<file path="src/hdl/mssc_pkg.sv">
// Shared types, operation codes and constants for the matrix store with search and count.
package mssc_pkg;

  localparam int DEF_ROWS = 8;
  localparam int DEF_COLS = 8;
  localparam int WORD_W   = 32;
  localparam int COUNT_W  = 17;
  localparam int FUNC_W   = 3;
  localparam int INDEX_W  = 8;

  // Operation codes carried in the func field.
  localparam logic [FUNC_W-1:0] FUNC_WRITE  = 3'd0;
  localparam logic [FUNC_W-1:0] FUNC_READ   = 3'd1;
  localparam logic [FUNC_W-1:0] FUNC_COUNT  = 3'd2;
  localparam logic [FUNC_W-1:0] FUNC_ROW    = 3'd3;
  localparam logic [FUNC_W-1:0] FUNC_COLUMN = 3'd4;

  // Value returned by a read with an out-of-range index.
  localparam logic signed [WORD_W-1:0] READ_FAULT_WORD = -32'sd1;

  typedef struct packed {
    logic [FUNC_W-1:0]        func;
    logic [INDEX_W-1:0]       row_index;
    logic [INDEX_W-1:0]       col_index;
    logic signed [WORD_W-1:0] operand_value;
  } in_item_t;

  typedef struct packed {
    logic signed [WORD_W-1:0] read_data;
    logic                     found;
    logic [COUNT_W-1:0]       match_count;
    logic                     index_fault;
  } out_item_t;

  // Control from the sequencer to the compare and count unit.
  typedef struct packed {
    logic clear;
    logic enable;
  } match_ctl_t;

endpackage

</file>
<file path="src/hdl/mssc_match.sv">
// Shared compare unit that counts stored words equal to the search key.
module mssc_match (
  input  logic                               clk,
  input  logic                               rst_n,
  input  mssc_pkg::match_ctl_t               ctl,
  input  logic signed [mssc_pkg::WORD_W-1:0] word,
  input  logic signed [mssc_pkg::WORD_W-1:0] key,
  output logic [mssc_pkg::COUNT_W-1:0]       match_count,
  output logic                               found
);
  import mssc_pkg::*;

  logic [COUNT_W-1:0] count_r;
  logic [COUNT_W-1:0] count_nxt;
  logic               found_r;
  logic               found_nxt;

  always_comb begin
    count_nxt = count_r;
    found_nxt = found_r;
    if (ctl.clear) begin
      count_nxt = '0;
      found_nxt = 1'b0;
    end else if (ctl.enable && (word == key)) begin
      count_nxt = count_r + COUNT_W'(1);
      found_nxt = 1'b1;
    end
  end

  always_ff @(posedge clk) begin
    if (!rst_n) begin
      count_r <= '0;
      found_r <= 1'b0;
    end else begin
      count_r <= count_nxt;
      found_r <= found_nxt;
    end
  end

  assign match_count = count_r;
  assign found       = found_r;

endmodule

</file>
<file path="src/hdl/matrix_store_search_count.sv">
// Top level of the matrix store with write, read, count-all, row search and column search.
//
//   channel | direction | handshake            | payload
//   --------+-----------+----------------------+-----------------------
//   in_     | input     | in_valid / in_stall  | in_data  (in_item_t)
//   out_    | output    | out_valid / out_stall| out_data (out_item_t)
//
// Every transaction gives exactly one result transaction. A write goes straight to the
// finish state; a read scans one word, a count-all all ROWS*COLS words, a row search
// COLS words and a column search ROWS words, paced by the single memory read port,
// which feeds one word per cycle to the shared compare unit. A bad index skips the scan.
// After reset a clearing pass writes zero to all ROWS*COLS words, one per cycle, and
// in_stall stays high for those cycles. A stalled result sits in the output register
// while the block already accepts the next transaction; that transaction only waits
// at its end for the output register to free up.
module matrix_store_search_count #(
  parameter int ROWS = mssc_pkg::DEF_ROWS,
  parameter int COLS = mssc_pkg::DEF_COLS
) (
  input  logic                rst_n,
  input  logic                clk,
  input  logic                in_valid,
  output logic                in_stall,
  input  mssc_pkg::in_item_t  in_data,
  output logic                out_valid,
  input  logic                out_stall,
  output mssc_pkg::out_item_t out_data
);
  import mssc_pkg::*;

  localparam int DEPTH  = ROWS * COLS;
  localparam int ADDR_W = (DEPTH > 1) ? $clog2(DEPTH) : 1;
  localparam int PROD_W = 2 * INDEX_W + 1;

  localparam logic [ADDR_W-1:0] LAST_ADDR = ADDR_W'(DEPTH - 1);
  localparam logic [ADDR_W-1:0] LAST_COL  = ADDR_W'(COLS - 1);
  localparam logic [ADDR_W-1:0] LAST_ROW  = ADDR_W'(ROWS - 1);
  localparam logic [ADDR_W-1:0] ROW_STEP  = ADDR_W'(COLS);
  localparam logic [ADDR_W-1:0] UNIT_STEP = ADDR_W'(1);

  typedef enum logic [2:0] {
    ST_CLEAR,
    ST_IDLE,
    ST_SCAN,
    ST_DRAIN,
    ST_FINISH
  } state_t;

  // The word store. It has no reset of its own; the clearing pass zeroes it.
  logic signed [WORD_W-1:0] mem [DEPTH];

  state_t                   state_r, state_nxt;
  logic [ADDR_W-1:0]        clr_addr_r, clr_addr_nxt;
  logic [FUNC_W-1:0]        func_r, func_nxt;
  logic signed [WORD_W-1:0] operand_r, operand_nxt;
  logic                     fault_r, fault_nxt;
  logic [ADDR_W-1:0]        addr_r, addr_nxt;
  logic [ADDR_W-1:0]        stride_r, stride_nxt;
  logic [ADDR_W-1:0]        steps_left_r, steps_left_nxt;
  logic                     q_valid_r, q_valid_nxt;
  logic                     out_valid_r, out_valid_nxt;
  out_item_t                out_data_r, out_data_nxt;
  logic signed [WORD_W-1:0] mem_q_r;

  logic                     accept;
  logic                     row_ok;
  logic                     col_ok;
  logic [PROD_W-1:0]        row_base_wide;
  logic [ADDR_W-1:0]        row_base;
  logic [ADDR_W-1:0]        cell_addr;
  logic                     mem_we;
  logic [ADDR_W-1:0]        mem_waddr;
  logic signed [WORD_W-1:0] mem_wdata;
  logic                     out_free;
  out_item_t                result;
  match_ctl_t               match_ctl;
  logic [COUNT_W-1:0]       match_count;
  logic                     match_found;

  // Index decode: range checks and the row-major word address.
  assign row_ok        = {1'b0, in_data.row_index} < (INDEX_W + 1)'(ROWS);
  assign col_ok        = {1'b0, in_data.col_index} < (INDEX_W + 1)'(COLS);
  assign row_base_wide = PROD_W'(in_data.row_index) * PROD_W'(COLS);
  assign row_base      = ADDR_W'(row_base_wide);
  assign cell_addr     = ADDR_W'(row_base_wide + PROD_W'(in_data.col_index));

  assign in_stall = (state_r != ST_IDLE);
  assign accept   = in_valid && (state_r == ST_IDLE);
  assign out_free = !out_valid_r || !out_stall;

  // The shared compare unit sees one stored word per cycle during a scan.
  assign match_ctl.clear  = accept;
  assign match_ctl.enable = q_valid_r;

  mssc_match u_match (
    .clk         (clk),
    .rst_n       (rst_n),
    .ctl         (match_ctl),
    .word        (mem_q_r),
    .key         (operand_r),
    .match_count (match_count),
    .found       (match_found)
  );

  // Result assembly once the scan has drained.
  always_comb begin
    result = '0;
    result.index_fault = fault_r;
    case (func_r)
      FUNC_READ: begin
        result.read_data = fault_r ? READ_FAULT_WORD : mem_q_r;
      end
      FUNC_COUNT: begin
        result.match_count = match_count;
        result.found       = (match_count != '0);
      end
      FUNC_ROW, FUNC_COLUMN: begin
        result.found = match_found && !fault_r;
      end
      default: begin
        result = result;
      end
    endcase
  end

  // Sequencer: decodes a transaction, walks the store address by address and
  // hands the finished result to the output register.
  always_comb begin
    state_nxt      = state_r;
    clr_addr_nxt   = clr_addr_r;
    func_nxt       = func_r;
    operand_nxt    = operand_r;
    fault_nxt      = fault_r;
    addr_nxt       = addr_r;
    stride_nxt     = stride_r;
    steps_left_nxt = steps_left_r;
    q_valid_nxt    = (state_r == ST_SCAN);
    out_valid_nxt  = out_valid_r && out_stall;
    out_data_nxt   = out_data_r;

    case (state_r)
      ST_CLEAR: begin
        clr_addr_nxt = clr_addr_r + UNIT_STEP;
        if (clr_addr_r == LAST_ADDR) begin
          state_nxt = ST_IDLE;
        end
      end
      ST_IDLE: begin
        if (accept) begin
          func_nxt       = in_data.func;
          operand_nxt    = in_data.operand_value;
          fault_nxt      = 1'b0;
          stride_nxt     = UNIT_STEP;
          steps_left_nxt = '0;
          state_nxt      = ST_FINISH;
          case (in_data.func)
            FUNC_WRITE: begin
              fault_nxt = !(row_ok && col_ok);
            end
            FUNC_READ: begin
              if (row_ok && col_ok) begin
                addr_nxt  = cell_addr;
                state_nxt = ST_SCAN;
              end else begin
                fault_nxt = 1'b1;
              end
            end
            FUNC_COUNT: begin
              addr_nxt       = '0;
              steps_left_nxt = LAST_ADDR;
              state_nxt      = ST_SCAN;
            end
            FUNC_ROW: begin
              if (row_ok) begin
                addr_nxt       = row_base;
                steps_left_nxt = LAST_COL;
                state_nxt      = ST_SCAN;
              end else begin
                fault_nxt = 1'b1;
              end
            end
            FUNC_COLUMN: begin
              if (col_ok) begin
                addr_nxt       = ADDR_W'(in_data.col_index);
                stride_nxt     = ROW_STEP;
                steps_left_nxt = LAST_ROW;
                state_nxt      = ST_SCAN;
              end else begin
                fault_nxt = 1'b1;
              end
            end
            default: begin
              fault_nxt = 1'b0;
            end
          endcase
        end
      end
      ST_SCAN: begin
        addr_nxt       = addr_r + stride_r;
        steps_left_nxt = steps_left_r - UNIT_STEP;
        if (steps_left_r == '0) begin
          state_nxt = ST_DRAIN;
        end
      end
      ST_DRAIN: begin
        // The last word read is in the compare unit this cycle.
        state_nxt = ST_FINISH;
      end
      ST_FINISH: begin
        if (out_free) begin
          out_valid_nxt = 1'b1;
          out_data_nxt  = result;
          state_nxt     = ST_IDLE;
        end
      end
      default: begin
        state_nxt = ST_IDLE;
      end
    endcase
  end

  always_ff @(posedge clk) begin
    if (!rst_n) begin
      state_r     <= ST_CLEAR;
      clr_addr_r  <= '0;
      q_valid_r   <= 1'b0;
      out_valid_r <= 1'b0;
    end else begin
      state_r     <= state_nxt;
      clr_addr_r  <= clr_addr_nxt;
      q_valid_r   <= q_valid_nxt;
      out_valid_r <= out_valid_nxt;
    end
    func_r       <= func_nxt;
    operand_r    <= operand_nxt;
    fault_r      <= fault_nxt;
    addr_r       <= addr_nxt;
    stride_r     <= stride_nxt;
    steps_left_r <= steps_left_nxt;
    out_data_r   <= out_data_nxt;
  end

  // Single write port, shared by the clearing pass and write transactions.
  assign mem_we    = (state_r == ST_CLEAR) ||
                     (accept && (in_data.func == FUNC_WRITE) && row_ok && col_ok);
  assign mem_waddr = (state_r == ST_CLEAR) ? clr_addr_r : cell_addr;
  assign mem_wdata = (state_r == ST_CLEAR) ? '0 : in_data.operand_value;

  always_ff @(posedge clk) begin
    if (mem_we) begin
      mem[mem_waddr] <= mem_wdata;
    end
  end

  // Registered read port, stepped by the sequencer during a scan.
  always_ff @(posedge clk) begin
    if (state_r == ST_SCAN) begin
      mem_q_r <= mem[addr_r];
    end
  end

  assign out_valid = out_valid_r;
  assign out_data  = out_data_r;

endmodule

</file>
<file path="config.mk">
export PLATFORM = sky130hd
export DESIGN_NAME = matrix_store_search_count
export DESIGN_NICKNAME = d
export VERILOG_FILES = /design/src/hdl/mssc_pkg.sv /design/src/hdl/mssc_match.sv /design/src/hdl/matrix_store_search_count.sv
export SDC_FILE = /design/constraint.sdc
export NUM_CORES = 2
export LEC_CHECK = 0
export BUFFER_PORTS_ARGS = -buffer_cell sky130_fd_sc_hd__buf_2
export CORE_MARGIN = 1.5
export CORE_UTILIZATION = 25
export DETAILED_ROUTE_END_ITERATION = 16
export SLEW_MARGIN = 5
export SYNTH_ARGS = -nofsm -noshare
export SYNTH_HDL_FRONTEND = slang
export SYNTH_HIERARCHICAL = 1
export SYNTH_SLANG_ARGS = --single-unit
</file>
<file path="constraint.sdc">
create_clock -name clk -period 3.97 [get_ports clk]
set_input_delay 0.397 -clock clk [delete_from_list [all_inputs] [get_ports clk]]
set_output_delay 0.397 -clock clk [all_outputs]
set_load 0.01 [all_outputs]
</file>
==> flow_summary.ini <==
[status]
status = finished clean

[power]
seq_power_share = 0.543
power.share.combinational = 0.010
p_per_area_nw_per_um2 = 457.4
internal_power_mw = 37.43
leakagePower_nw = 31.95
p_sw_mw = 9.368
peakVddDrop_mv = 0.4744
power.share.clock = 0.447
switching_share = 0.2002

[synthesis]
syn_nets = 4045
ys_async_sr_fraction = 0
synth_top_cell_by_area = edfxtp_1
synth_ff_type = edfxtp_1
yosysMostFrequentCell = edfxtp_1
ys.warnings.count = 6
synth_commonest_cells = edfxtp_1 (2181), mux4_2 (491), nand2_1 (123)
synthCells = 3981
synth_top_area_share = 0.7647
synth.top_cells.by_area = edfxtp_1 (76%), mux4_2 (13%), mux2_2 (1.5%)
syn_area_um2 = 85650
ys_types = 64
ys_ff_latch = 2210
synth_edf_count = 2181
avgSynthCellArea_um2 = 21.51
seq_area_frac_synth = 0.7714

[sta]
max_freq_mhz = 289.4
holdWs_ns = 0.04599
min_period_ns = 3.455
drv_slew = 0
rsz0062_at_grt = no
finClkSkew_ns = 0.05519
worst_pin_slew_ns = 1.192
hold_viol = 0
fin_crit_sh = 0.8704
finalSetupTns_ns = 0
setup_viol = 0
fin_ws_ns = 0.5146
slew_headroom = 0.2020

[grt]
grt_pass1_wl_mm = 330.1
grt_max_degree = 67
antenna_found_initial = 24
grt_usage = 0.1324
grt_overflow_total = 0
grt_pass1_vias = 42881

[clock_tree]
cts_tree = yes
clk_pin_slew_ns = 0.06
numCtsBuffers = 219
clk_latency_ns = 0.88
clock_path_buffers = 3
root_buffer = clkbuf_16
cts_sinks = 2210
cts_resized = 0
cts_max_level = 4

[finish]
drive_gt1_frac = 0.3096
multiInputGateArea_um2 = 19070
nets = 4449
regArea_um2 = 66070
fillerInstances = 32578
synthToLayoutAreaGrowth_pct = 19.47

[routing]
dr_total_vias = 43034
drt_pass1_iterations = 5
detailedRoute.firstIterationViolations = 5754
post_drt_wl_per_cell_um = 25.70
viasPerCell = 4.722
wirelength_mm = 234.2
ant_nets = 0
drc = 0

[place]
hpwlAfterDp_mm = 147.1
dpl_worst_slack_ns = 0.5750
place_congestion = 0.8661
portBuffers = 107

[critical_path]
worstSetupEndpointType = register
rr_worst_depth = 6
required_ns = 4.54
cp_max_fo = 28
cp-start-kind = register
path_class = reg -> reg
critPathArrivalTime_ns = 4.02

[die]
core-area_um2 = 340300
io_pins = 108
num_rows = 214
start_util = 0.2517
die_area_um2 = 346100
die_w_um = 588.3
dieHeight_um = 588.3

[run]
max_cap_violations = 0

[hold_path]
hold_depth = 3
hold_path_class = in -> reg
power by group through the flow:
stage | registers (mW) | clock network [mW] | logic, mW
after global routing | 25.4 | 22.2 | 0.464
after CTS | 25.4 | 21.3 | 0.447
after floorplan | 25.9 | 0 | 0.171
after detailed placement | 25.9 | 0 | 0.411
after global placement | 25.9 | 0 | 0.408
final | 25.4 | 20.9 | 0.447
layout make-up:
type                            count  share of cell area
Antenna cell                        8           0.0001957
Clock buffer                      259             0.05533
Inverter                           18           0.0006603
Sequential cell                  2210              0.6457
Timing Repair Buffer              402             0.03989
Clock inverter                    147             0.01630
Multi-Input combinational cell   1534              0.1864
Tap cell                         4536             0.05547
worst paths after layout:
path                      start       endpoint  slack [ns]
setup / recovery      addr_r[2]    mem_q_r[21]        0.51
hold / removal      in_data[32]      addr_r[0]        0.05
setup reg to reg      addr_r[2]    mem_q_r[21]        0.51
hold reg to reg   u_match/found  u_match/found        0.50
stage by stage:
stage	utilization	instances	cell area, µm²	total power, mW
6_report	0.3007	9114	102300	46.80
5_1_grt	0.3006	9108	102300	48.02
4_1_cts	0.3006	9106	102300	47.14
3_5_place_dp	0.2778	8658	94550	26.32
3_3_place_gp	0.2778	8658	94550	26.31
2_1_floorplan	-	3981	85650	26.07
cell usage in the layout (no fill, tap or decap), types with 30 or more instances in the layout:
cell,n
nor2_4,64
clkinv_2,43
a22oi_1,60
a32oi_1,30
edfxtp_1,2181
xnor2_1,40
dlygate4sd3_1,42
nand3_1,30
buf_12,98
o22ai_1,91
buf_4,155
nand2_1,123
o21a_1,36
nor2b_1,30
clkbuf_16,220
buf_2,107
clkinv_1,46
mux4_2,491
mux2_2,113
o21ai_0,40
clkbuf_1,38
mux2i_1,62
what timing repair did:
action	in CTS	in global routing
endpoints found under the hold margin	50	0
setup buffers	0	0
hold buffers	42	0
cells by family (layout without fill, tap and decap cells):
| logic type | count (synthesis) | in the layout | share of synthesized area |
|---|---|---|---|
| flops | 2210 | 2210 | 0.7714 |
| mux | 666 | 666 | 0.1512 |
| simple gates | 457 | 457 | 0.02887 |
| compound gates | 355 | 355 | 0.02938 |
| buf+inv | 237 | 826 | 0.01288 |
| xor+xnor | 47 | 47 | 0.004806 |
| fa+ha+maj | 9 | 9 | 0.001402 |
| other cells | 0 | 8 | 0 |
critical path, stage by stage (launching register included):
cell and delay [ns]:
edfxtp_1 0.64, buf_4 0.27, nand2_1 0.79, o22ai_1 0.29, o21ai_0 0.35, a32oi_1 0.15, o41ai_1 0.65
flip-flops by register name (all words and copies together) (netlist names):
name                 flops
stride_r                 2
operand_r               32
state_r                  3
clr_addr_r               6
mem                   2048
q_valid_r                1
fault_r                  1
u_match/found            1
addr_r                   6
out_valid                1
out_data                51
u_match/match_count     17
func_r                   3
mem_q_r                 32
steps_left_r             6
layer usage:
metal  global-route usage  up-vias  wire length, µm
li1                     -    17583                -
met1               0.1806    23034            95990
met2               0.2085     2053           109000
met3              0.02589      362            20380
met4              0.05017        2             8798
met5                    0        -               13
Power figures use the tool's default switching activity.
